===== config.mk =====
export PLATFORM = sky130hd
export DESIGN_NAME = json_string_unescape_utf8_top
export DESIGN_NICKNAME = d
export VERILOG_FILES = /design/src/sv/jsu_pkg.sv /design/src/sv/jsu_front.sv /design/src/sv/jsu_queue.sv /design/src/sv/jsu_back.sv /design/src/sv/json_string_unescape_utf8_top.sv
export SDC_FILE = /design/constraint.sdc
export NUM_CORES = 1
export LEC_CHECK = 0
export ABC_AREA = 0
export BUFFER_PORTS_ARGS = -buffer_cell sky130_fd_sc_hd__buf_2
export CAP_MARGIN = 15
export CORE_AREA = 10 10 174 176
export CTS_CLUSTER_SIZE = 20
export DETAILED_ROUTE_END_ITERATION = 6
export DIE_AREA = 0 0 184 186
export SLEW_MARGIN = 20
export SYNTH_ARGS = -nofsm -noshare
export SYNTH_HDL_FRONTEND = slang
export SYNTH_SLANG_ARGS = --single-unit
export TNS_END_PERCENT = 100

===== constraint.sdc =====
create_clock -name clk -period 4.1 [get_ports clk]
set_clock_uncertainty 0.05 [all_clocks]
set_input_delay 0.41 -clock clk [delete_from_list [all_inputs] [get_ports clk]]
set_output_delay 0.41 -clock clk [all_outputs]
set_load 0.02 [all_outputs]

===== src/sv/jsu_pkg.sv =====
// shared types, codes and constants of the json string unescaper
// used by the front decoder, the entry queue, the utf-8 back end and the top level
package jsu_pkg;

  localparam int DEPTH_DEFAULT = 4;
  localparam int CP_W          = 21;

  typedef enum logic [2:0] {
    MODE_IDLE,
    MODE_STRING,
    MODE_ESCAPE,
    MODE_HEX1,
    MODE_PAIR_BS,
    MODE_PAIR_U,
    MODE_HEX2,
    MODE_HALT
  } mode_t;

  typedef enum logic [3:0] {
    ST_RUNNING   = 4'd0,
    ST_CLOSED    = 4'd1,
    ST_UNCLOSED  = 4'd2,
    ST_CONTROL   = 4'd3,
    ST_END_ESC   = 4'd4,
    ST_BAD_ESC   = 4'd5,
    ST_HEX_SHORT = 4'd6,
    ST_NOT_HEX   = 4'd7,
    ST_LONE_LOW  = 4'd8,
    ST_LONE_HIGH = 4'd9
  } status_t;

  // raw byte, code point to encode, or end status
  typedef enum logic [1:0] {
    ENT_RAW,
    ENT_CP,
    ENT_STATUS
  } kind_t;

  typedef struct packed {
    kind_t             kind;
    logic [CP_W-1:0]   cp;
    status_t           status;
  } entry_t;

  localparam logic [7:0] CH_QUOTE  = 8'h22;
  localparam logic [7:0] CH_BSLASH = 8'h5C;
  localparam logic [7:0] CH_SLASH  = 8'h2F;
  localparam logic [7:0] CH_SPACE  = 8'h20;
  localparam logic [7:0] CH_B      = 8'h62;
  localparam logic [7:0] CH_F      = 8'h66;
  localparam logic [7:0] CH_N      = 8'h6E;
  localparam logic [7:0] CH_R      = 8'h72;
  localparam logic [7:0] CH_T      = 8'h74;
  localparam logic [7:0] CH_U      = 8'h75;

  localparam logic [15:0] HIGH_FIRST = 16'hD800;
  localparam logic [15:0] HIGH_LAST  = 16'hDBFF;
  localparam logic [15:0] LOW_FIRST  = 16'hDC00;
  localparam logic [15:0] LOW_LAST   = 16'hDFFF;
  localparam logic [CP_W-1:0] PLANE1 = 21'h10000;

  // bit 4 set marks a byte that is not a hex digit
  function automatic logic [4:0] hex_value(input logic [7:0] b);
    logic [4:0] v;
    v = 5'h10;
    if (b >= 8'h30 && b <= 8'h39) v = 5'(b - 8'h30);
    else if (b >= 8'h61 && b <= 8'h66) v = 5'(b - 8'h57);
    else if (b >= 8'h41 && b <= 8'h46) v = 5'(b - 8'h37);
    return v;
  endfunction

endpackage


===== src/sv/jsu_front.sv =====
// front decoder: takes text bytes, tracks escape and surrogate state,
// pushes one queue entry per byte at most; uses jsu_pkg
module jsu_front import jsu_pkg::*; (
  input  logic       clk,
  input  logic       rst,
  input  logic       s_tvalid,
  output logic       s_tready,
  input  logic [7:0] s_tdata,   // [7:0] data_byte
  input  logic       s_tlast,   // text_ends
  input  logic       queue_full,
  output logic       push,
  output entry_t     push_entry
);

  mode_t       mode, mode_next;
  logic [1:0]  digit_count, digit_count_next;
  logic [15:0] hex_acc, hex_acc_next;
  logic [15:0] pending_high, pending_high_next;
  logic        bad_seen, bad_seen_next;

  logic            accept;
  logic [4:0]      hex_v;
  logic            digit_bad;
  logic [15:0]     digit_acc;
  logic            any_bad;
  logic            digit_final;
  logic            unit_low;
  logic            unit_high;
  logic [CP_W-1:0] pair_cp;

  assign s_tready    = !queue_full;
  assign accept      = s_tvalid && s_tready;
  assign hex_v       = hex_value(s_tdata);
  assign digit_bad   = hex_v[4];
  assign digit_acc   = {hex_acc[11:0], (digit_bad ? 4'h0 : hex_v[3:0])};
  assign any_bad     = bad_seen || digit_bad;
  assign digit_final = (digit_count == 2'd3);
  assign unit_low    = (digit_acc >= LOW_FIRST) && (digit_acc <= LOW_LAST);
  assign unit_high   = (digit_acc >= HIGH_FIRST) && (digit_acc <= HIGH_LAST);
  assign pair_cp     = {1'b0, pending_high[9:0], digit_acc[9:0]} + PLANE1;

  // next state
  always_comb begin
    mode_next         = mode;
    digit_count_next  = digit_count;
    hex_acc_next      = hex_acc;
    pending_high_next = pending_high;
    bad_seen_next     = bad_seen;
    if (accept) begin
      case (mode)
        MODE_IDLE: begin
          if (!s_tlast) mode_next = MODE_STRING;
        end
        MODE_STRING: begin
          if (s_tlast || s_tdata == CH_QUOTE || s_tdata < CH_SPACE) mode_next = MODE_HALT;
          else if (s_tdata == CH_BSLASH) mode_next = MODE_ESCAPE;
        end
        MODE_ESCAPE: begin
          if (s_tlast) begin
            mode_next = MODE_HALT;
          end else begin
            case (s_tdata)
              CH_QUOTE, CH_BSLASH, CH_SLASH, CH_B, CH_F, CH_N, CH_R, CH_T: begin
                mode_next = MODE_STRING;
              end
              CH_U: begin
                mode_next        = MODE_HEX1;
                digit_count_next = 2'd0;
                hex_acc_next     = 16'h0;
                bad_seen_next    = 1'b0;
              end
              default: mode_next = MODE_HALT;
            endcase
          end
        end
        MODE_HEX1, MODE_HEX2: begin
          if (s_tlast) begin
            mode_next = MODE_HALT;
          end else begin
            hex_acc_next  = digit_acc;
            bad_seen_next = any_bad;
            if (!digit_final) begin
              digit_count_next = digit_count + 2'd1;
            end else begin
              digit_count_next = 2'd0;
              if (any_bad) mode_next = MODE_HALT;
              else if (mode == MODE_HEX1) begin
                if (unit_low) mode_next = MODE_HALT;
                else if (unit_high) begin
                  mode_next         = MODE_PAIR_BS;
                  pending_high_next = digit_acc;
                end else mode_next = MODE_STRING;
              end else begin
                mode_next = unit_low ? MODE_STRING : MODE_HALT;
              end
            end
          end
        end
        MODE_PAIR_BS: begin
          mode_next = (s_tlast || s_tdata != CH_BSLASH) ? MODE_HALT : MODE_PAIR_U;
        end
        MODE_PAIR_U: begin
          if (s_tlast || s_tdata != CH_U) begin
            mode_next = MODE_HALT;
          end else begin
            mode_next        = MODE_HEX2;
            digit_count_next = 2'd0;
            hex_acc_next     = 16'h0;
            bad_seen_next    = 1'b0;
          end
        end
        MODE_HALT: begin
          if (s_tlast) mode_next = MODE_IDLE;
        end
        default: mode_next = MODE_IDLE;
      endcase
    end
  end

  // queue entry for this byte
  always_comb begin
    push              = 1'b0;
    push_entry.kind   = ENT_RAW;
    push_entry.cp     = {{(CP_W-8){1'b0}}, s_tdata};
    push_entry.status = ST_RUNNING;
    if (accept) begin
      case (mode)
        MODE_STRING: begin
          push = 1'b1;
          if (s_tlast) begin
            push_entry.kind   = ENT_STATUS;
            push_entry.status = ST_UNCLOSED;
          end else if (s_tdata == CH_QUOTE) begin
            push_entry.kind   = ENT_STATUS;
            push_entry.status = ST_CLOSED;
          end else if (s_tdata < CH_SPACE) begin
            push_entry.kind   = ENT_STATUS;
            push_entry.status = ST_CONTROL;
          end else if (s_tdata == CH_BSLASH) begin
            push = 1'b0;
          end
        end
        MODE_ESCAPE: begin
          push = 1'b1;
          if (s_tlast) begin
            push_entry.kind   = ENT_STATUS;
            push_entry.status = ST_END_ESC;
          end else begin
            case (s_tdata)
              CH_QUOTE, CH_BSLASH, CH_SLASH: ;
              CH_B: push_entry.cp = CP_W'(8'h08);
              CH_F: push_entry.cp = CP_W'(8'h0C);
              CH_N: push_entry.cp = CP_W'(8'h0A);
              CH_R: push_entry.cp = CP_W'(8'h0D);
              CH_T: push_entry.cp = CP_W'(8'h09);
              CH_U: push = 1'b0;
              default: begin
                push_entry.kind   = ENT_STATUS;
                push_entry.status = ST_BAD_ESC;
              end
            endcase
          end
        end
        MODE_HEX1, MODE_HEX2: begin
          if (s_tlast) begin
            push              = 1'b1;
            push_entry.kind   = ENT_STATUS;
            push_entry.status = ST_HEX_SHORT;
          end else if (digit_final) begin
            push = 1'b1;
            if (any_bad) begin
              push_entry.kind   = ENT_STATUS;
              push_entry.status = ST_NOT_HEX;
            end else if (mode == MODE_HEX1) begin
              if (unit_low) begin
                push_entry.kind   = ENT_STATUS;
                push_entry.status = ST_LONE_LOW;
              end else if (unit_high) begin
                push = 1'b0;
              end else begin
                push_entry.kind = ENT_CP;
                push_entry.cp   = CP_W'(digit_acc);
              end
            end else if (unit_low) begin
              push_entry.kind = ENT_CP;
              push_entry.cp   = pair_cp;
            end else begin
              push_entry.kind   = ENT_STATUS;
              push_entry.status = ST_LONE_HIGH;
            end
          end
        end
        MODE_PAIR_BS: begin
          if (s_tlast || s_tdata != CH_BSLASH) begin
            push              = 1'b1;
            push_entry.kind   = ENT_STATUS;
            push_entry.status = ST_LONE_HIGH;
          end
        end
        MODE_PAIR_U: begin
          if (s_tlast || s_tdata != CH_U) begin
            push              = 1'b1;
            push_entry.kind   = ENT_STATUS;
            push_entry.status = ST_LONE_HIGH;
          end
        end
        default: push = 1'b0;
      endcase
    end
  end

  always_ff @(posedge clk) begin
    if (rst) begin
      mode         <= MODE_IDLE;
      digit_count  <= 2'd0;
      hex_acc      <= 16'h0;
      pending_high <= 16'h0;
      bad_seen     <= 1'b0;
    end else begin
      mode         <= mode_next;
      digit_count  <= digit_count_next;
      hex_acc      <= hex_acc_next;
      pending_high <= pending_high_next;
      bad_seen     <= bad_seen_next;
    end
  end

endmodule


===== src/sv/jsu_queue.sv =====
// short entry queue between the front decoder and the utf-8 back end
// uses jsu_pkg for the entry type
module jsu_queue import jsu_pkg::*; #(
  parameter int DEPTH = DEPTH_DEFAULT
) (
  input  logic   clk,
  input  logic   rst,
  input  logic   push,
  input  entry_t push_entry,
  output logic   full,
  input  logic   pop,
  output entry_t head,
  output logic   head_valid
);

  localparam int PTR_W = (DEPTH > 1) ? $clog2(DEPTH) : 1;
  localparam int CNT_W = $clog2(DEPTH + 1);

  entry_t             slots [DEPTH];
  logic [PTR_W-1:0]   wr_ptr;
  logic [PTR_W-1:0]   rd_ptr;
  logic [CNT_W-1:0]   count;

  assign full       = (count == CNT_W'(DEPTH));
  assign head_valid = (count != '0);
  assign head       = slots[rd_ptr];

  always_ff @(posedge clk) begin
    if (push) slots[wr_ptr] <= push_entry;
  end

  always_ff @(posedge clk) begin
    if (rst) begin
      wr_ptr <= '0;
      rd_ptr <= '0;
      count  <= '0;
    end else begin
      if (push) wr_ptr <= (wr_ptr == PTR_W'(DEPTH - 1)) ? '0 : wr_ptr + 1'b1;
      if (pop)  rd_ptr <= (rd_ptr == PTR_W'(DEPTH - 1)) ? '0 : rd_ptr + 1'b1;
      case ({push, pop})
        2'b10:   count <= count + 1'b1;
        2'b01:   count <= count - 1'b1;
        default: count <= count;
      endcase
    end
  end

endmodule


===== src/sv/jsu_back.sv =====
// back end: expands each queue entry into one to four result bytes
// behind an output register; uses jsu_pkg
module jsu_back import jsu_pkg::*; (
  input  logic        clk,
  input  logic        rst,
  input  entry_t      head,
  input  logic        head_valid,
  output logic        pop,
  output logic        m_tvalid,
  input  logic        m_tready,
  output logic [15:0] m_tdata,   // [7:0] out_byte, [8] byte_valid, [12:9] status
  output logic        m_tlast    // last
);

  logic [1:0] idx;
  logic [1:0] last_idx;
  logic [7:0] cur_byte;
  logic       cur_valid;
  logic       load;
  logic       at_last;

  always_comb begin
    last_idx  = 2'd0;
    cur_byte  = 8'h00;
    cur_valid = 1'b1;
    case (head.kind)
      ENT_RAW: cur_byte = head.cp[7:0];
      ENT_STATUS: cur_valid = 1'b0;
      ENT_CP: begin
        if (head.cp < 21'h80) begin
          cur_byte = head.cp[7:0];
        end else if (head.cp < 21'h800) begin
          last_idx = 2'd1;
          cur_byte = (idx == 2'd0) ? {3'b110, head.cp[10:6]} : {2'b10, head.cp[5:0]};
        end else if (head.cp < PLANE1) begin
          last_idx = 2'd2;
          case (idx)
            2'd0:    cur_byte = {4'b1110, head.cp[15:12]};
            2'd1:    cur_byte = {2'b10, head.cp[11:6]};
            default: cur_byte = {2'b10, head.cp[5:0]};
          endcase
        end else begin
          last_idx = 2'd3;
          case (idx)
            2'd0:    cur_byte = {5'b11110, head.cp[20:18]};
            2'd1:    cur_byte = {2'b10, head.cp[17:12]};
            2'd2:    cur_byte = {2'b10, head.cp[11:6]};
            default: cur_byte = {2'b10, head.cp[5:0]};
          endcase
        end
      end
      default: cur_valid = 1'b0;
    endcase
  end

  assign load    = !m_tvalid || m_tready;
  assign at_last = (idx == last_idx);
  assign pop     = load && head_valid && at_last;

  always_ff @(posedge clk) begin
    if (load) begin
      m_tdata <= {3'b000, head.status, cur_valid, cur_byte};
      m_tlast <= at_last;
    end
  end

  always_ff @(posedge clk) begin
    if (rst) begin
      m_tvalid <= 1'b0;
      idx      <= 2'd0;
    end else if (load) begin
      m_tvalid <= head_valid;
      if (head_valid) idx <= at_last ? 2'd0 : idx + 2'd1;
    end
  end

endmodule


===== src/sv/json_string_unescape_utf8_top.sv =====
// json string literal unescaper producing utf-8, top level
// ties jsu_front, jsu_queue and jsu_back together; uses jsu_pkg
//
// input channel s_*: one text byte per request in s_tdata[7:0]; s_tlast high
// means the text has ended and no byte is carried. the first byte after idle
// is taken as the opening quote.
// output channel m_*: one result per request; m_tdata holds out_byte [7:0],
// byte_valid [8] and status [12:9]; m_tlast marks the last result that one
// input request caused. a closing quote or an error gives one result with
// byte_valid low and the status code, after which bytes are dropped until
// s_tlast returns the block to idle.
// throughput: one input request per cycle and one result per cycle while the
// receiver holds m_tready high. a \u escape expands to up to four results,
// one per cycle, from the utf-8 back end; the entry queue (QUEUE_DEPTH
// entries) absorbs those bursts and the input stalls only when it fills.
// each result passes through the entry queue and then the output register.
// reset clears the decoder to idle and empties queue and output register.
// when the receiver stalls the output register holds its result, the queue
// fills, then s_tready drops.
module json_string_unescape_utf8_top import jsu_pkg::*; #(
  parameter int QUEUE_DEPTH = DEPTH_DEFAULT
) (
  input  logic        clk,
  input  logic        rst,
  input  logic        s_tvalid,
  output logic        s_tready,
  input  logic [7:0]  s_tdata,   // [7:0] data_byte
  input  logic        s_tlast,   // text_ends
  output logic        m_tvalid,
  input  logic        m_tready,
  output logic [15:0] m_tdata,   // [7:0] out_byte, [8] byte_valid, [12:9] status
  output logic        m_tlast    // last
);

  logic   push;
  entry_t push_entry;
  logic   full;
  logic   pop;
  entry_t head;
  logic   head_valid;

  jsu_front u_front (
    .clk        (clk),
    .rst        (rst),
    .s_tvalid   (s_tvalid),
    .s_tready   (s_tready),
    .s_tdata    (s_tdata),
    .s_tlast    (s_tlast),
    .queue_full (full),
    .push       (push),
    .push_entry (push_entry)
  );

  jsu_queue #(.DEPTH(QUEUE_DEPTH)) u_queue (
    .clk        (clk),
    .rst        (rst),
    .push       (push),
    .push_entry (push_entry),
    .full       (full),
    .pop        (pop),
    .head       (head),
    .head_valid (head_valid)
  );

  jsu_back u_back (
    .clk        (clk),
    .rst        (rst),
    .head       (head),
    .head_valid (head_valid),
    .pop        (pop),
    .m_tvalid   (m_tvalid),
    .m_tready   (m_tready),
    .m_tdata    (m_tdata),
    .m_tlast    (m_tlast)
  );

endmodule


==> metrics.txt <==
run status=completed; first-pass GRT wire length=28700 um; diode count=0; Critical-path top delay cell=mux4_2; Worst-path clk slew=70 ps; Post-CTS Setup Inserts=0; die area=34200 um2; synthesis-to-finish area growth=15.0%; number of CTS-inserted buffers=17; Worst setup EP type=register; # hold bufs at CTS=0; cell area after synthesis=7900 um2; post-synthesis compound-gate area fraction=12.4%; largest family of logic cells by synthesized area=simple AND/OR/NAND/NOR gates; post_cts resized=0; DIE WIDTH=184 um; Most used DFF post-synth=edfxtp_1; post-layout util=34.0%; max incr delay on CP=580 ps; Worst R2R End=u_queue.count[2]; WP data required=4400 ps; nets=710; simple-gate share of the synthesized area=13.0%; initial antenna violation count=0; Hold Vio Cnt, Final=0; Via Count=5301; CP Cell Sequence=buf_4 > mux4_2 > or4_1 > o2111a_1 > a221o_1 > nor2_4 > nor2_1 > ha_1 > inv_1 > fa_1 > xor2_1 > or3_1 > a21oi_1; fmax=0.263 GHz; wirelength, routed=18000 um; setup violators final=0; Max-slew headroom=47.4%; Critical Path AT=4090 ps; Avg Cell Area, Syn=12.3 um2; DR vias/cell=5.14; Hold Crit Class=register to register; htree depth=4; Worst Reg-to-Reg Cells=13; non-filler instance count after layout=1032; initial core utilization=29.6%; CTS sink count=162; WL/cell=17.4 um; DP HPWL=12700 um; reg2reg setup slack=300 ps; setup TNS=0 ps; global route overflow=0; vias in the first global route=5070; MaxCap Viol Count=0; RSZ-0062 raised after global routing=false; worst skew pair latency=430 ps; largest net degree at the start of global routing=39; critical path type=register to register; pwr dens=509 nW/um2; yosys warns=0; GP Congestion=0.926; CTS root buf=clkbuf_16; max-slew violation count=0; crit path capture=u_queue.count[2]; post-synthesis sequential element count=162; CTS Buffer Depth=2; worst slew pin tran=788 ps; mux cell area share after synthesis=10.7%; DRT Pass-1 Iters=6; layout cells sized above 1=18.7%; post-synthesis cell type count=75; fin crit share=92.6%; All-Layer GR Usage=10.7%; DRC Markers=0; placed insts=1000; PortBufs=28; Post-synth EDFFs=122; Die Y-Extent=186 um; std cell rows=60; post-synthesis sequential area ratio=56.5%; leakage power=2.95 nW; drt first-iter violations=553; worst vdd ir=0.278 mV; Top Ports=32; fillcell total=2657; area of the core=26700 um2; TritonCTS clock tree=built; Power Total=0.00463 W; post-layout min period=3800 ps; ys async rst share=0%; Synth Area in XOR/XNOR=0.887%; ANT nets after route=0; synthesized-area fraction occupied by adder cells=3.23%; crit path launch type=register; Post-Syn Instances=641; CP max FO=8
-- where the power goes --
part | leakage (nW) | switching [W] | total, W | internal [W]
Combinational | 1.30 | 0.000668 | 0.00109 | 0.000425
Sequential | 1.39 | 0.0000730 | 0.00200 | 0.00193
Clock | 0.268 | 0.000665 | 0.00153 | 0.000866
-- critical path: cells and delay by family (launching register included) --
kind,cells,cell delay [ps]
simple gates,4,1130
compound gates,3,690
mux,1,580
flops,1,490
fa+ha+maj,2,420
buf+inv,2,290
xor+xnor,1,70
-- area by class of cell --
| type | instances | area [um2] | area share (%) |
|---|---|---|---|
| sequential | 162 | 4470 | 49.2 |
| multi-input combinational | 424 | 3190 | 35.1 |
| clock buffer | 20 | 447 | 4.92 |
| tap | 341 | 427 | 4.70 |
| timing repair buffer | 53 | 353 | 3.89 |
| clock inverter | 12 | 123 | 1.35 |
| inverter | 20 | 75.1 | 0.827 |
-- metrics by stage --
| stage | hold slack (ps) | setup WS [ps] | cell area, um2 |
|---|---|---|---|
| floorplan | 386 | 594 | 7910 |
| global placement | 402 | 365 | 8510 |
| detailed placement | 404 | 327 | 8510 |
| CTS | 413 | 312 | 9080 |
| global route | 446 | 103 | 9080 |
| finish | 418 | 303 | 9080 |
-- kinds of logic after synthesis --
| kind of cell | Yosys count |
|---|---|
| AND/OR/NAND/NOR | 198 |
| flip-flops | 162 |
| AO/OA/AOI/OAI | 145 |
| buffers and inverters | 57 |
| multiplexers | 50 |
| adder cells (fa/ha/maj) | 20 |
| XOR/XNOR | 8 |
| other | 1 |
-- cell usage after synthesis (all sizes together), types with 3 or more instances --
library cell / count / area (um2)
a22oi: 3 / 22.5
inv: 20 / 75.1
a211oi: 6 / 45.0
and2: 11 / 68.8
nand2: 44 / 173
a221o: 5 / 50.1
o21ai: 26 / 130
or2: 3 / 18.8
mux2i: 21 / 210
nor2b: 5 / 31.3
edfxtp: 122 / 3660
o221ai: 3 / 26.3
a221oi: 5 / 43.8
and3: 3 / 18.8
a2bb2oi: 3 / 26.3
buf: 13 / 92.6
mux4: 27 / 612
nand3b: 4 / 30.0
nand3: 22 / 110
nor3: 13 / 81.3
nand2b: 9 / 56.3
a31oi: 6 / 37.5
or4: 6 / 48.8
xnor2: 4 / 35.0
nor4: 10 / 83.8
a21o: 5 / 37.5
clkbuf: 24 / 90.1
ha: 18 / 225
dfxtp: 40 / 801
a21oi: 47 / 235
o31ai: 4 / 43.8
o31a: 3 / 26.3
a22o: 5 / 43.8
nor2: 57 / 221
xor2: 4 / 35.0
or3: 3 / 18.8
-- per-layer routing --
metal  wire length (um)  up-vias  track usage, %
met1               8730     2577            14.9
met3                887       16            2.26
met5                  0        -               0
li1                   -     2536               -
met4                244        0            4.00
met2               8100      172            15.9
-- flip-flops by register name, indices dropped and copies added, names as in the netlist, 2 cells and up, named ones only --
name,count
u_queue.rd_ptr,2
u_front.hex_acc,12
u_queue.slots,108
u_front.pending_high,10
u_front.digit_count,2
u_front.mode,3
u_back.m_tdata,13
u_queue.count,3
u_queue.wr_ptr,2
u_back.idx,2
-- cell usage in the layout (no fill, tap or decap), types with 3 or more instances in the layout --
cell        Yosys  routed
a21o_1          5       5
conb_1          1       3
nor2_1         56      56
nor2b_1         5       5
mux4_2         26      26
inv_1          19      19
a21oi_1        47      47
and2_1         11      11
clkinvlp_4      0       4
o221ai_1        3       3
o31a_1          3       3
or3_1           3       3
dfxtp_1        40      39
clkbuf_16       0      17
nor3_1         11      11
a2bb2oi_1       3       3
nand2_1        43      43
nand2b_1        9       9
mux2i_1        21      21
a221o_1         5       5
o21ai_0        26      26
buf_4           4      23
xnor2_1         4       4
nand3b_1        4       4
a221oi_1        5       5
edfxtp_1      122     122
a211oi_1        6       6
a22o_1          5       5
nor4_1          8       7
or4_1           5       5
ha_1           18      18
nand3_1        22      22
xor2_1          4       4
inv_6           0       4
buf_2           5      28
a22oi_1         3       3
a31oi_1         6       6
o31ai_1         3       3
and3_1          3       3
-- how the worst min path moves through the flow --
| stage | from | to | slack, ps | cells past startpoint |
|---|---|---|---|---|
| 2_1_floorplan | u_front.digit_count[1] | u_front.digit_count[1] | 390 | 2 |
| 3_5_place_dp | u_front.digit_count[1] | u_front.digit_count[1] | 400 | 2 |
| 6_report | u_front.digit_count[1] | u_front.digit_count[1] | 420 | 2 |
| 4_1_cts | u_front.digit_count[1] | u_front.digit_count[1] | 410 | 2 |
| 5_1_grt | u_front.digit_count[1] | u_front.digit_count[1] | 450 | 2 |
| 3_3_place_gp | u_front.hex_acc[11] | u_front.hex_acc[11] | 400 | 2 |
Power figures use the tool's default switching activity.
